`src/rtl/pressure_sensor_compensation_top_defines.svh`:
```
// assertion macros for the pressure compensation top level
`ifndef PRESSURE_SENSOR_COMPENSATION_TOP_DEFINES_SVH
`define PRESSURE_SENSOR_COMPENSATION_TOP_DEFINES_SVH

// same-cycle implication, checked on every clock edge outside reset
`define PSC_ASSERT_IMP(lbl, ante, cons) \
  lbl: assert property (@(posedge clk_i) disable iff (!rst_ni) (ante) |-> (cons)) \
    else $error("psc: implication check failed");

// next-cycle implication
`define PSC_ASSERT_NEXT(lbl, ante, cons) \
  lbl: assert property (@(posedge clk_i) disable iff (!rst_ni) (ante) |=> (cons)) \
    else $error("psc: next-cycle check failed");

`endif

```
`src/rtl/psc_pkg.sv`:
```
// shared types and constants for the pressure compensation block
`default_nettype none

package psc_pkg;

  localparam int unsigned RAW_W     = 24;
  localparam int unsigned CAL_W     = 16;
  localparam int unsigned DT_W      = 25;
  localparam int unsigned OUT_W     = 32;
  localparam int unsigned CFG_IDX_W = 3;
  localparam int unsigned QDEPTH    = 2;

  localparam int TEMP_REF   = 2000;
  localparam int TEMP_VCOLD = -1500;

  typedef enum logic [CFG_IDX_W-1:0] {
    REG_C1 = 3'd0,
    REG_C2 = 3'd1,
    REG_C3 = 3'd2,
    REG_C4 = 3'd3,
    REG_C5 = 3'd4,
    REG_C6 = 3'd5
  } psc_reg_e;

  typedef struct packed {
    logic [CAL_W-1:0] c1;
    logic [CAL_W-1:0] c2;
    logic [CAL_W-1:0] c3;
    logic [CAL_W-1:0] c4;
    logic [CAL_W-1:0] c5;
    logic [CAL_W-1:0] c6;
  } psc_cal_t;

  typedef struct packed {
    logic [RAW_W-1:0]       d1;
    logic signed [DT_W-1:0] dt;
    logic                   rv;
  } psc_item_t;

  typedef struct packed {
    logic full;
    logic empty;
  } psc_qstat_t;

endpackage

`default_nettype wire

```
`src/rtl/psc_queue.sv`:
```
// short queue between the front stage and the arithmetic pipeline
`default_nettype none

module psc_queue (
  input  logic                clk_i,
  input  logic                rst_ni,
  input  logic                push_i,
  input  psc_pkg::psc_item_t  item_i,
  input  logic                pop_i,
  output logic                item_valid_o,
  output psc_pkg::psc_item_t  item_o,
  output psc_pkg::psc_qstat_t stat_o
);
  import psc_pkg::*;

  localparam int unsigned QPTR_W = (QDEPTH > 1) ? $clog2(QDEPTH) : 1;
  localparam int unsigned QCNT_W = $clog2(QDEPTH + 1);

  psc_item_t         mem_q [QDEPTH];
  logic [QPTR_W-1:0] wr_ptr_q, wr_ptr_d;
  logic [QPTR_W-1:0] rd_ptr_q, rd_ptr_d;
  logic [QCNT_W-1:0] cnt_q, cnt_d;
  logic              do_push, do_pop;

  assign stat_o.full  = (cnt_q == QCNT_W'(QDEPTH));
  assign stat_o.empty = (cnt_q == '0);
  assign do_push      = push_i && !stat_o.full;
  assign do_pop       = pop_i && !stat_o.empty;

  always_comb begin
    wr_ptr_d = wr_ptr_q;
    rd_ptr_d = rd_ptr_q;
    cnt_d    = cnt_q;
    if (do_push) begin
      wr_ptr_d = (wr_ptr_q == QPTR_W'(QDEPTH - 1)) ? '0 : wr_ptr_q + 1'b1;
    end
    if (do_pop) begin
      rd_ptr_d = (rd_ptr_q == QPTR_W'(QDEPTH - 1)) ? '0 : rd_ptr_q + 1'b1;
    end
    if (do_push && !do_pop) begin
      cnt_d = cnt_q + 1'b1;
    end else if (do_pop && !do_push) begin
      cnt_d = cnt_q - 1'b1;
    end
  end

  always_ff @(posedge clk_i or negedge rst_ni) begin
    if (!rst_ni) begin
      wr_ptr_q <= '0;
      rd_ptr_q <= '0;
      cnt_q    <= '0;
    end else begin
      wr_ptr_q <= wr_ptr_d;
      rd_ptr_q <= rd_ptr_d;
      cnt_q    <= cnt_d;
    end
  end

  always_ff @(posedge clk_i) begin
    if (do_push) begin
      mem_q[wr_ptr_q] <= item_i;
    end
  end

  assign item_valid_o = !stat_o.empty;
  assign item_o       = mem_q[rd_ptr_q];

endmodule

`default_nettype wire

```
`config.mk`:
```
export PLATFORM = sky130hd
export DESIGN_NAME = psc_queue
export DESIGN_NICKNAME = d
export VERILOG_FILES = /design/src/rtl/pressure_sensor_compensation_top_defines.svh /design/src/rtl/psc_pkg.sv /design/src/rtl/psc_queue.sv
export SDC_FILE = /design/constraint.sdc
export NUM_CORES = 1
export LEC_CHECK = 0
export BUFFER_PORTS_ARGS = -buffer_cell sky130_fd_sc_hd__buf_4
export CAP_MARGIN = 20
export CORE_ASPECT_RATIO = 0.75
export CORE_MARGIN = 2
export CORE_UTILIZATION = 50
export CTS_BUF_LIST = sky130_fd_sc_hd__clkbuf_16
export CTS_CLUSTER_SIZE = 24
export DETAILED_ROUTE_END_ITERATION = 12
export PLACE_DENSITY = 0.76
export RECOVER_POWER = 100
export SLEW_MARGIN = 30
export SYNTH_ARGS = -nofsm -noshare
export SYNTH_HDL_FRONTEND = slang
export SYNTH_SLANG_ARGS = --single-unit
```
`constraint.sdc`:
```
create_clock -name clk_i -period 5.6 [get_ports clk_i]
set_input_delay 1.12 -clock clk_i [delete_from_list [all_inputs] [get_ports clk_i]]
set_output_delay 1.12 -clock clk_i [all_outputs]
set_load 0.05 [all_outputs]
```
==> metrics.md <==
| Metric | Value |
|---|---|
| Outcome | `finished, violations left` |
| Failing checks | `max-capacitance violations, max-slew violations` |
| Multi-input gate area | `659 um2` |
| Drt via density | `4.85` |
| Synth Register Bits | `104` |
| Final Net Count | `344` |
| Headroom to the max-slew limit | `-26.3%` |
| CP peak stage delay | `1.41 ns` |
| Commonest cells after routing, fill and taps aside | `100 x edfxtp_1, 50 x buf_4, 48 x mux2_1` |
| Clk_lat worst skew | `~0.34 ns` |
| All-Layer GR Usage | `15.6%` |
| Syn Area/Cell | `roughly 23 um2` |
| DR vias | `1935` |
| Die area | `0.00888 mm2` |
| Initial antenna violation count | `0` |
| Share of layout cells above drive strength 1 | `34.0%` |
| Number of setup buffers added after CTS | `0` |
| CP top delay family | `simple AND/OR/NAND/NOR gates` |
| Fillers | `628` |
| Final hold vios | `0` |
| Number of global-route vias before repair | `between 1.5k and 2k` |
| Fin crit share | `about 72%` |
| Layout Cell Area excl Fill | `0.00489 mm2` |
| First-pass GRT wire length | `roughly 9900 um` |
| Area Overhead vs Synth | `20.3%` |
| Leak | `1.79 nW` |
| Crit-path cells | `clkbuf_4, nand2_1, nor2_1, clkbuf_1` |
| Most common library cell in the layout ignoring fill and taps | `edfxtp_1` |
| Sinks on the clock net | `between 100 and 150` |
| Sequential cell area | `0.00311 mm2` |
| Drc violations | `0` |
| Hold-fix buffers, CTS | `0` |
| Worst Hold Class | `reg2reg` |
| Achievable Freq | `0.247 GHz` |
| Yosys warning count | `0` |
| GRT overflow | `0` |
| Final wirelength | `6640 um` |
| Number of iterations in the first detailed-routing pass | `4` |
| Distinct cells, synth | `16` |
| Max-cap violations | `2` |
| Pins Over Slew Limit | `between 50 and 60` |
| Tmin final | `4.05 ns` |
| Die Y | `82.1 um` |
| CP Launch Type | `primary input` |
| RSZ-0062 raised after global routing | `false` |
| CTS tree | `done` |
| IR Drop Worst-Case VDD | `0.000344 V` |
| I/O Pins | `107` |
| Cell Area, Synth | `0.00407 mm2` |
| Clk_skew | `0.00682 ns` |
| DIE WIDTH | `108 um` |
| IO buf count | `106` |
| Core area | `0.00788 mm2` |
| Largest net degree at the start of global routing | `52` |
| Routed WL per cell | `16.6 um` |
| Slew @ Worst Pin | `around 1.9 ns` |
| First DRT Iteration DRCs | `approximately 80` |
| WP data required | `5.54 ns` |
| Starting density of the core | `51.6%` |
| Clk buf depth | `2` |
| Num CTS Buffers | `9` |
| Syn nets | `approximately 230` |
| Cells after Synth | `176` |
| Post-synthesis sequential area ratio | `76.3%` |
| Antenna-violating nets left | `0` |
| Utilization after layout | `62.1%` |
| GPL Wtd Cong | `about 0.67` |
| Placed Area | `0.00491 mm2` |
| Crit Path Category | `in2reg` |
| Tot Pwr | `3.00 mW` |
| Cts repair resizes | `0` |
| ANT cells | `0` |
| CP max FO | `28` |
| Buf/Inv on CP | `2` |
| Fin Setup TNS | `0 ns` |
| Clock Pin Slew Worst Setup and Hold Paths | `0.06 ns` |
| Detail Placement HPWL | `4390 um` |
| Slowest cell on crit path | `nor2_1` |
| Cell Pwr Density | `614 mW/mm2` |
| CTS root buf | `clkbuf_16` |
| Worst EP arrival | `3.98 ns` |
| Final setup violating endpoints | `0` |
| Worst setup EP type | `flop` |
| Cell row count | `28` |
| H-tree Lvls | `3` |
[final cells by class]
type / instances / share of cell area (%)
repair buffers: 108 / 14.4
clock inverters: 7 / 1.07
multi-input cells: 63 / 13.5
well taps: 105 / 2.69
clock buffers: 9 / 4.60
flip-flops and latches: 104 / 63.5
inverters: 3 / 0.230
[cells by family after synthesis]
family        synth area share (%)
simple gates                 0.893
buf+inv                       3.02
mux                           18.4
xor+xnor                      1.08
fa+ha+maj                    0.308
flops                         76.3
[per-stage QoR]
step	instances	hold WS, ns	setup WS [ns]
6_report	399	0.496	1.55
5_1_grt	399	0.518	1.20
4_1_cts	399	0.508	2.43
3_5_place_dp	383	0.495	2.80
3_3_place_gp	383	0.471	2.79
2_1_floorplan	176	0.456	1.84
[report_power, final]
part           internal (mW)  switching, mW  total (mW)  leakage (nW)
sequential              1.07          0.115        1.19         0.975
clock                  0.305          0.269       0.574         0.137
combinational          0.373          0.868        1.24         0.682
[worst paths after layout]
kind	start	endpoint	slack [ns]	cells after the start
max	push_i	mem_q[0][26]	1.55	4
min	cnt_q[1]	cnt_q[1]	0.50	1
max reg2reg	cnt_q[0]	mem_q[0][26]	1.86	4
min reg2reg	cnt_q[1]	cnt_q[1]	0.50	1
max in group asynchronous	rst_ni	rd_ptr_q	4.75	1
min in group asynchronous	rst_ni	cnt_q[0]	0.61	1
[per-layer routing]
layer / GRT usage (%) / vias to the layer above / part of all wire (%)
li1: - / 911 / -
met1: 18.3 / 935 / 42
met2: 25.5 / 80 / 47
met3: 7.46 / 9 / 10
met4: 5.77 / 0 / 1.3
met5: 0 / - / 0
[synth_stat cells]
cell type  number  area share [%]
mux2_2          1            0.28
nand2_1         1           0.092
edfxtp_1      100              74
nor2_1          2            0.18
or2_1           1            0.15
buf_6           1            0.28
xor2_1          2            0.43
nand2b_1        1            0.15
buf_12          5             2.5
mux2_4         49              18
and3_1          1            0.15
ha_1            1            0.31
inv_1           3            0.28
xnor2_1         3            0.65
dfrtp_1         4             2.5
nand2_2         1            0.15
[flip-flops by register name, indices dropped and copies added (netlist names)]
name,flops
mem_q,100
rd_ptr_q,1
wr_ptr_q,1
cnt_q,2
Power figures use the tool's default switching activity.
