[config.mk]
export PLATFORM = sky130hd
export DESIGN_NAME = psc_front
export DESIGN_NICKNAME = d
export VERILOG_FILES = /design/src/rtl/pressure_sensor_compensation_top_defines.svh /design/src/rtl/psc_pkg.sv /design/src/rtl/psc_front.sv
export SDC_FILE = /design/constraint.sdc
export NUM_CORES = 1
export LEC_CHECK = 0
export BUFFER_PORTS_ARGS = -buffer_cell sky130_fd_sc_hd__buf_4
export CAP_MARGIN = 25
export CORE_MARGIN = 2
export CORE_UTILIZATION = 50
export DETAILED_ROUTE_END_ITERATION = 7
export PLACE_DENSITY_LB_ADDON = 0.3
export SLEW_MARGIN = 0
export SYNTH_ARGS = -nofsm -noshare
export SYNTH_HDL_FRONTEND = slang
export SYNTH_SLANG_ARGS = --single-unit
[constraint.sdc]
create_clock -name clk_i -period 6.3 [get_ports clk_i]
set_input_delay 0.63 -clock clk_i [delete_from_list [all_inputs] [get_ports clk_i]]
set_output_delay 0.63 -clock clk_i [all_outputs]
set_load 0.005 [all_outputs]
[src/rtl/pressure_sensor_compensation_top_defines.svh]
// assertion macros for the pressure compensation top level
`ifndef PRESSURE_SENSOR_COMPENSATION_TOP_DEFINES_SVH
`define PRESSURE_SENSOR_COMPENSATION_TOP_DEFINES_SVH

// same-cycle implication, checked on every clock edge outside reset
`define PSC_ASSERT_IMP(lbl, ante, cons) \
  lbl: assert property (@(posedge clk_i) disable iff (!rst_ni) (ante) |-> (cons)) \
    else $error("psc: implication check failed");

// next-cycle implication
`define PSC_ASSERT_NEXT(lbl, ante, cons) \
  lbl: assert property (@(posedge clk_i) disable iff (!rst_ni) (ante) |=> (cons)) \
    else $error("psc: next-cycle check failed");

`endif

[src/rtl/psc_pkg.sv]
// shared types and constants for the pressure compensation block
`default_nettype none

package psc_pkg;

  localparam int unsigned RAW_W     = 24;
  localparam int unsigned CAL_W     = 16;
  localparam int unsigned DT_W      = 25;
  localparam int unsigned OUT_W     = 32;
  localparam int unsigned CFG_IDX_W = 3;
  localparam int unsigned QDEPTH    = 2;

  localparam int TEMP_REF   = 2000;
  localparam int TEMP_VCOLD = -1500;

  typedef enum logic [CFG_IDX_W-1:0] {
    REG_C1 = 3'd0,
    REG_C2 = 3'd1,
    REG_C3 = 3'd2,
    REG_C4 = 3'd3,
    REG_C5 = 3'd4,
    REG_C6 = 3'd5
  } psc_reg_e;

  typedef struct packed {
    logic [CAL_W-1:0] c1;
    logic [CAL_W-1:0] c2;
    logic [CAL_W-1:0] c3;
    logic [CAL_W-1:0] c4;
    logic [CAL_W-1:0] c5;
    logic [CAL_W-1:0] c6;
  } psc_cal_t;

  typedef struct packed {
    logic [RAW_W-1:0]       d1;
    logic signed [DT_W-1:0] dt;
    logic                   rv;
  } psc_item_t;

  typedef struct packed {
    logic full;
    logic empty;
  } psc_qstat_t;

endpackage

`default_nettype wire

[src/rtl/psc_front.sv]
// front stage: takes raw samples, computes dT and the reading-valid flag
`default_nettype none

module psc_front (
  input  logic                        clk_i,
  input  logic                        rst_ni,
  input  logic                        in_valid_i,
  output logic                        in_ready_o,
  input  logic [psc_pkg::RAW_W-1:0]   raw_pressure_i,
  input  logic [psc_pkg::RAW_W-1:0]   raw_temperature_i,
  input  logic [psc_pkg::CAL_W-1:0]   c5_i,
  input  psc_pkg::psc_qstat_t         qstat_i,
  output logic                        item_valid_o,
  output psc_pkg::psc_item_t          item_o
);
  import psc_pkg::*;

  logic      v_q, v_d;
  psc_item_t item_q, item_d;
  logic      push;
  logic      accept;

  assign push       = v_q && !qstat_i.full;
  assign in_ready_o = !v_q || push;
  assign accept     = in_valid_i && in_ready_o;

  always_comb begin
    v_d = v_q;
    if (accept) begin
      v_d = 1'b1;
    end else if (push) begin
      v_d = 1'b0;
    end
  end

  always_comb begin
    item_d.d1 = raw_pressure_i;
    // dT = D2 - C5 * 256, always fits the 25-bit signed range
    item_d.dt = $signed({1'b0, raw_temperature_i}) - $signed({1'b0, c5_i, 8'b0});
    item_d.rv = (|raw_pressure_i) && (|raw_temperature_i);
  end

  always_ff @(posedge clk_i or negedge rst_ni) begin
    if (!rst_ni) begin
      v_q <= 1'b0;
    end else begin
      v_q <= v_d;
    end
  end

  always_ff @(posedge clk_i) begin
    if (accept) begin
      item_q <= item_d;
    end
  end

  assign item_valid_o = v_q;
  assign item_o       = item_q;

endmodule

`default_nettype wire

==> flow_summary_export.csv, run 1 <==
group,metric,value,unit
synth,syn_area,2540,um^2
sta,setup_tns,0,ns
die,core-area,4820,um^2
die,initial_core_util,52.8,%
finish,final_area,3660,um^2
sta,timing.fmax,466,MHz
routing,ant_nets,0,
routing,vias_per_cell,5.18,
synth,ys_types,40,
place,dp_hpwl,4.69,mm
sta,finalCritPeriodShare,34.0,%
sta,maxSlewViolCount,0,
run,maxCapViolCount,0,
routing,wl_per_cell,14.9,um
clock_tree,cts-root-buf,"clkbuf_8",
place,port_buffers,119,
finish,mostFrequentLayoutCells,"119 x buf_4, 50 x edfxtp_1, 21 x inv_1",
place,place_congestion,0.849,
sta,worst_hold_slack,0.0934,ns
routing,routed_wl,5.87,mm
global_routing,antenna_found_initial,0,
critical_path,cp_max_fo,4,
clock_tree,cts.sinks,51,
sta,skew,0.00913,ns
critical_path,worstPathRequired,6.33,ns
global_routing,grt_max_degree,51,
die,io_pins,121,
routing,drc,0,
synth,synthArstFlopShare,1.96,%
clock_tree,cts_buffers,5,
critical_path,worstSetupStartpointType,"input port",
synth,ys.flop_type,"edfxtp_1",
die,die_w,75.3,um
synth,yosysTopAreaCell,"edfxtp_1",
clock_tree,cts_tree,"done",
synth,synth.yosys.seq_area_share,60.1,%
power_and_ir_drop,leakage,1.62,nW
clock_tree,cts-htree-levels,2,
power_and_ir_drop,power_density,232,nW/um^2
synth,synth_seq_cells,51,
power_and_ir_drop,p_total,849,uW
clock_tree,cts_setup_buffers,0,
global_routing,grt_pass1_wl,8.66,mm
worst_hold_path,hp-class,"in -> async",
critical_path,r2r_cells,3,
global_routing,gr-total-overflow,0,
sta,fin_crit,2.14,ns
place,dp.cells,385,
die,die_height,75.3,um
clock_tree,holdBufCountCts,0,
global_routing,grtUsageTotal,20.6,%
sta,finalHoldViolations,0,
sta,worstMarginPinSlew,0.355,ns
finish,fin_nets,412,
run_status,status,"completed",
clock_tree,clockBufferDepth,2,
die,dieArea,5670,um^2
place,placed_area,3500,um^2
routing,drtIter0Drc,79,
finish,syn2layout_area_growth,43.9,%
routing,vias,2040,
clock_tree,clk_pin_slew_worst_paths,0.09,ns
finish,fin_cells,394,
clock_tree,clk_latency,0.29,ns
routing,dr.pass1.iters,4,
finish,diodes,0,
synth,syn-instance-count,201,
global_routing,grt_pass1_vias,1880,
clock_tree,cts.repair.resized,0,
synth,synth.area.top_cells,"edfxtp_1 59%, ha_1 7.9%, inv_1 3.1%, nor4_1 3.0%, a21oi_1 2.6%",
critical_path,endpoint_kind,"flop",
synth,yosysTopAreaCellShare,59.1,%
die,rows,25,
power_and_ir_drop,vdd_drop_max,0.000115,V
finish,drive_above_1_share,42.5,%
sta,rsz0062_at_grt,"false",
synth,syn_nets,287,
critical_path,cp.arrival,2.18,ns
sta,final-setup-viol-count,0,
synth,avgSynthCellArea,12.6,um^2
finish,layout.cells.most_common,"buf_4",
synth,yosysWarnings,0,
sta,relSlewSlack,76.3,%
synth,synth_edf_count,50,
critical_path,path_class,"in -> reg",
-- metrics by stage --
stage	worst slack, ns	utilization, %
CTS	4.15	75.5
detailed placement	3.84	72.8
global route	4.10	75.9
finish	4.16	75.9
global placement	3.87	72.8
floorplan	3.95	-
-- state kept, by name (all words and copies together), names as in the netlist --
signal,cells
item_valid_o,1
item_o,50
-- worst max-delay path: stages --
cell,delay (ns)
buf_4,0.08
inv_1,0.03
ha_1,0.21
fa_1,0.41
nand2b_1,0.19
a21oi_2,0.17
o21ai_2,0.12
o21ai_2,0.20
a311oi_2,0.11
-- per-layer routing --
layer / part of all wire [%] / up-vias / GRT usage, %
met4: 1.6 / 0 / 7.02
met3: 8.0 / 14 / 4.23
met2: 51 / 105 / 38.0
met5: 0 / - / 0
met1: 39 / 922 / 23.9
li1: - / 999 / -
-- synthesized netlist by cell type (2+ instances only) --
master and count:
inv_1 21, nand3_1 5, buf_4 2, o21bai_1 2, nor3_1 2, o21ai_1 3, o21ai_0 4, nand2b_1 3
a21o_1 4, nand4_1 2, o211ai_2 2, xor2_1 6, nor2_1 10, o21ai_2 3, a31oi_1 3, ha_1 16
nor4_1 12, nand2_1 11, a21oi_1 13, or2b_1 2, nor2b_1 2, edfxtp_1 50, xnor2_1 6
-- logic make-up (layout without fill, tap and decap cells) --
family                   count (synthesis)  count (layout)  share of synthesized area (%)
buffers and inverters                   23             149                           3.69
flip-flops                              51              51                           60.1
adder cells (fa/ha/maj)                 17              17                           8.67
XOR/XNOR                                12              12                           4.14
AO/OA/AOI/OAI                           42              42                           11.6
AND/OR/NAND/NOR                         56              56                           11.8
-- path summary, 6_finish.rpt --
kind	from	endpoint	slack [ns]
max in group asynchronous	rst_ni	item_valid_o	6.12
hold / removal	rst_ni	item_valid_o	0.09
setup / recovery	raw_temperature_i[8]	item_o[25]	4.16
hold reg to reg	item_valid_o	item_valid_o	0.60
setup reg to reg	item_valid_o	item_o[20]	4.81
min in group clk_i	raw_pressure_i[9]	item_o[35]	0.51
-- where the power goes --
part	leakage, nW	switching [mW]	total, mW	internal, mW
Combinational	1.07	0.0858	0.180	0.0946
Sequential	0.485	0.00640	0.412	0.406
Clock	0.0654	0.0976	0.256	0.159
Total	1.62	0.190	0.849	0.659
-- final cells by class --
type                            instances  area (um^2)
Tap cell                               67         83.8
Sequential cell                        51         1530
Clock inverter                          2         60.1
Timing Repair Buffer                  120          913
Fill cell                             368         1160
Clock buffer                            6         72.6
Inverter                               21         78.8
Multi-Input combinational cell        127          922
Note: power is estimated with default switching activity, not from simulation.
==> run 2, diff against run 1 <==
Settings changed: CORE_UTILIZATION 50 to 46.
Clock period 6.3 ns to 2.25 ns, I/O delays scaled along.
==> flow_summary_export.csv, run 2 (same netlist as run 1, synthesis figures left out) <==
group,metric,value,unit
sta,finalHoldViolations,0,
critical_path,worst_path_max_delay_cell,"fa_1",
critical_path,cp_slowest_stage_delay,0.41,ns
sta,final-setup-viol-count,0,
clock_tree,cts-root-buf,"clkbuf_8",
finish,fin_cells,400,
global_routing,grt_pass1_vias,1952,
die,initial_core_util,47.0,%
global_routing,grtUsageTotal,18.3,%
routing,drtIter0Drc,66,
critical_path,crit_buf_inv,2,
finish,mostFrequentLayoutCells,"119 x buf_4, 50 x edfxtp_1, 21 x inv_1",
finish,multi_input_area,922,um^2
global_routing,grt_pass1_wl,8.69,mm
run_status,status,"completed",
critical_path,path_class,"in -> reg",
critical_path,cpMostUsedCell,"o21ai_2",
critical_path,worstSetupStartpointType,"input port",
sta,finalCritPeriodShare,77.0,%
routing,drc,0,
finish,layout.cells.most_common,"buf_4",
critical_path,worstPathCellList,"buf_4 -> inv_1 -> ha_1 -> fa_1 -> nand2b_1 -> a21oi_2 -> o21ai_2 -> o21ai_2 -> a311oi_2",
sta,skew,0.00518,ns
routing,vias,2031,
sta,rsz0062_at_grt,"false",
clock_tree,cts.sinks,51,
place,port_buffers,119,
finish,diodes,0,
routing,wl_per_cell,13.9,um
global_routing,grt_max_degree,51,
clock_tree,cts_setup_buffers,0,
critical_path,crit_family,"compound AO/OA/AOI/OAI gates",
sta,maxSlewViolCount,0,
die,io_pins,121,
clock_tree,clockBufferDepth,2,
clock_tree,cts_buffers,5,
finish,largest_reg_flops,50,
sta,finalWorstSetupSlack,0.517,ns
critical_path,cp.arrival,1.78,ns
finish,drive_above_1_share,42.4,%
sta,fin_crit,1.73,ns
finish,regArea,1530,um^2
routing,routed_wl,5.55,mm
place,dp.cells,391,
routing,dr.pass1.iters,4,
finish,syn2layout_area_growth,43.7,%
die,die_w,78.3,um
die,core-area,5410,um^2
sta,worstMarginPinSlew,0.360,ns
die,rows,27,
sta,setup_tns,0,ns
critical_path,worstPathRequired,2.29,ns
sta,timing.fmax,577,MHz
critical_path,cp_max_fo,4,
place,dp_hpwl,4.47,mm
global_routing,gr-total-overflow,0,
die,die_height,78.3,um
die,dieArea,6130,um^2
place,place_congestion,0.847,
clock_tree,cts-htree-levels,2,
sta,worst_hold_slack,0.109,ns
critical_path,endpoint_kind,"flop",
worst_hold_path,hp-class,"in -> reg",
routing,ant_nets,0,
routing,vias_per_cell,5.08,
sta,relSlewSlack,75.8,%
clock_tree,clk_latency,0.30,ns
run,maxCapViolCount,0,
finish,nFillCells,438,
power_and_ir_drop,leakage,1.61,nW
clock_tree,cts_tree,"done",
global_routing,antenna_found_initial,0,
power_and_ir_drop,power_density,621,nW/um^2
clock_tree,clk_pin_slew_worst_paths,0.09,ns
place,preCtsSetupSlack,0.211,ns
power_and_ir_drop,vdd_drop_max,0.000295,V
finish,fin_nets,413,
run 2: metrics by stage:
stage / cell area [um^2] / utilization, % / total power, mW
3_5_place_dp: 3530 / 65.3 / 1.67
5_1_grt: 3650 / 67.5 / 2.38
6_report: 3650 / 67.5 / 2.27
2_1_floorplan: 2540 / - / 1.42
4_1_cts: 3650 / 67.5 / 2.28
3_3_place_gp: 3530 / 65.3 / 1.66
run 2: path summary, 6_finish.rpt:
check,startpoint,endpoint,slack [ns],depth (start not counted)
worst max-delay path,raw_temperature_i[8],item_o[25],0.52,9
worst max register to register,item_valid_o,item_o[16],1.01,3
max in group asynchronous,rst_ni,item_valid_o,1.92,2
min in group asynchronous,rst_ni,item_valid_o,0.25,2
worst min-delay path,raw_temperature_i[1],item_o[2],0.11,1
worst min register to register,item_valid_o,item_valid_o,0.54,2
run 2: where the power goes:
group	internal (mW)	switching, mW	total [mW]
sequential	1.14	0.0165	1.15
clock	0.332	0.285	0.617
combinational	0.266	0.232	0.498
run 2: final cells by class:
| cell class | instances | area share, % |
|---|---|---|
| Tap cell | 72 | 2.47 |
| Clock inverter | 2 | 1.03 |
| Inverter | 21 | 2.16 |
| Sequential cell | 51 | 41.8 |
| Timing Repair Buffer | 121 | 25.3 |
| Multi-Input combinational cell | 127 | 25.3 |
| Clock buffer | 6 | 1.99 |
run 2: worst reg2reg max path, stage by stage, from the launching register on:
cell and delay, ns:
dfrtp_1 0.39, nand2_1 0.10, and2_2 0.17, buf_12 0.26
run 2: what timing repair did:
| action | CTS | global route |
|---|---|---|
| hold buffers | 1 | 0 |
| hold endpoints to repair | 1 | 0 |
| resized for setup | 0 | 0 |
run 2: per-layer routing:
| metal | global-route usage (%) | wire (um) | vias up |
|---|---|---|---|
| met1 | 22.6 | 2290 | 925 |
| met5 | 0 | 0 | - |
| met2 | 31.5 | 2750 | 96 |
| met3 | 4.14 | 433 | 6 |
| li1 | - | - | 1004 |
| met4 | 6.49 | 68 | 0 |
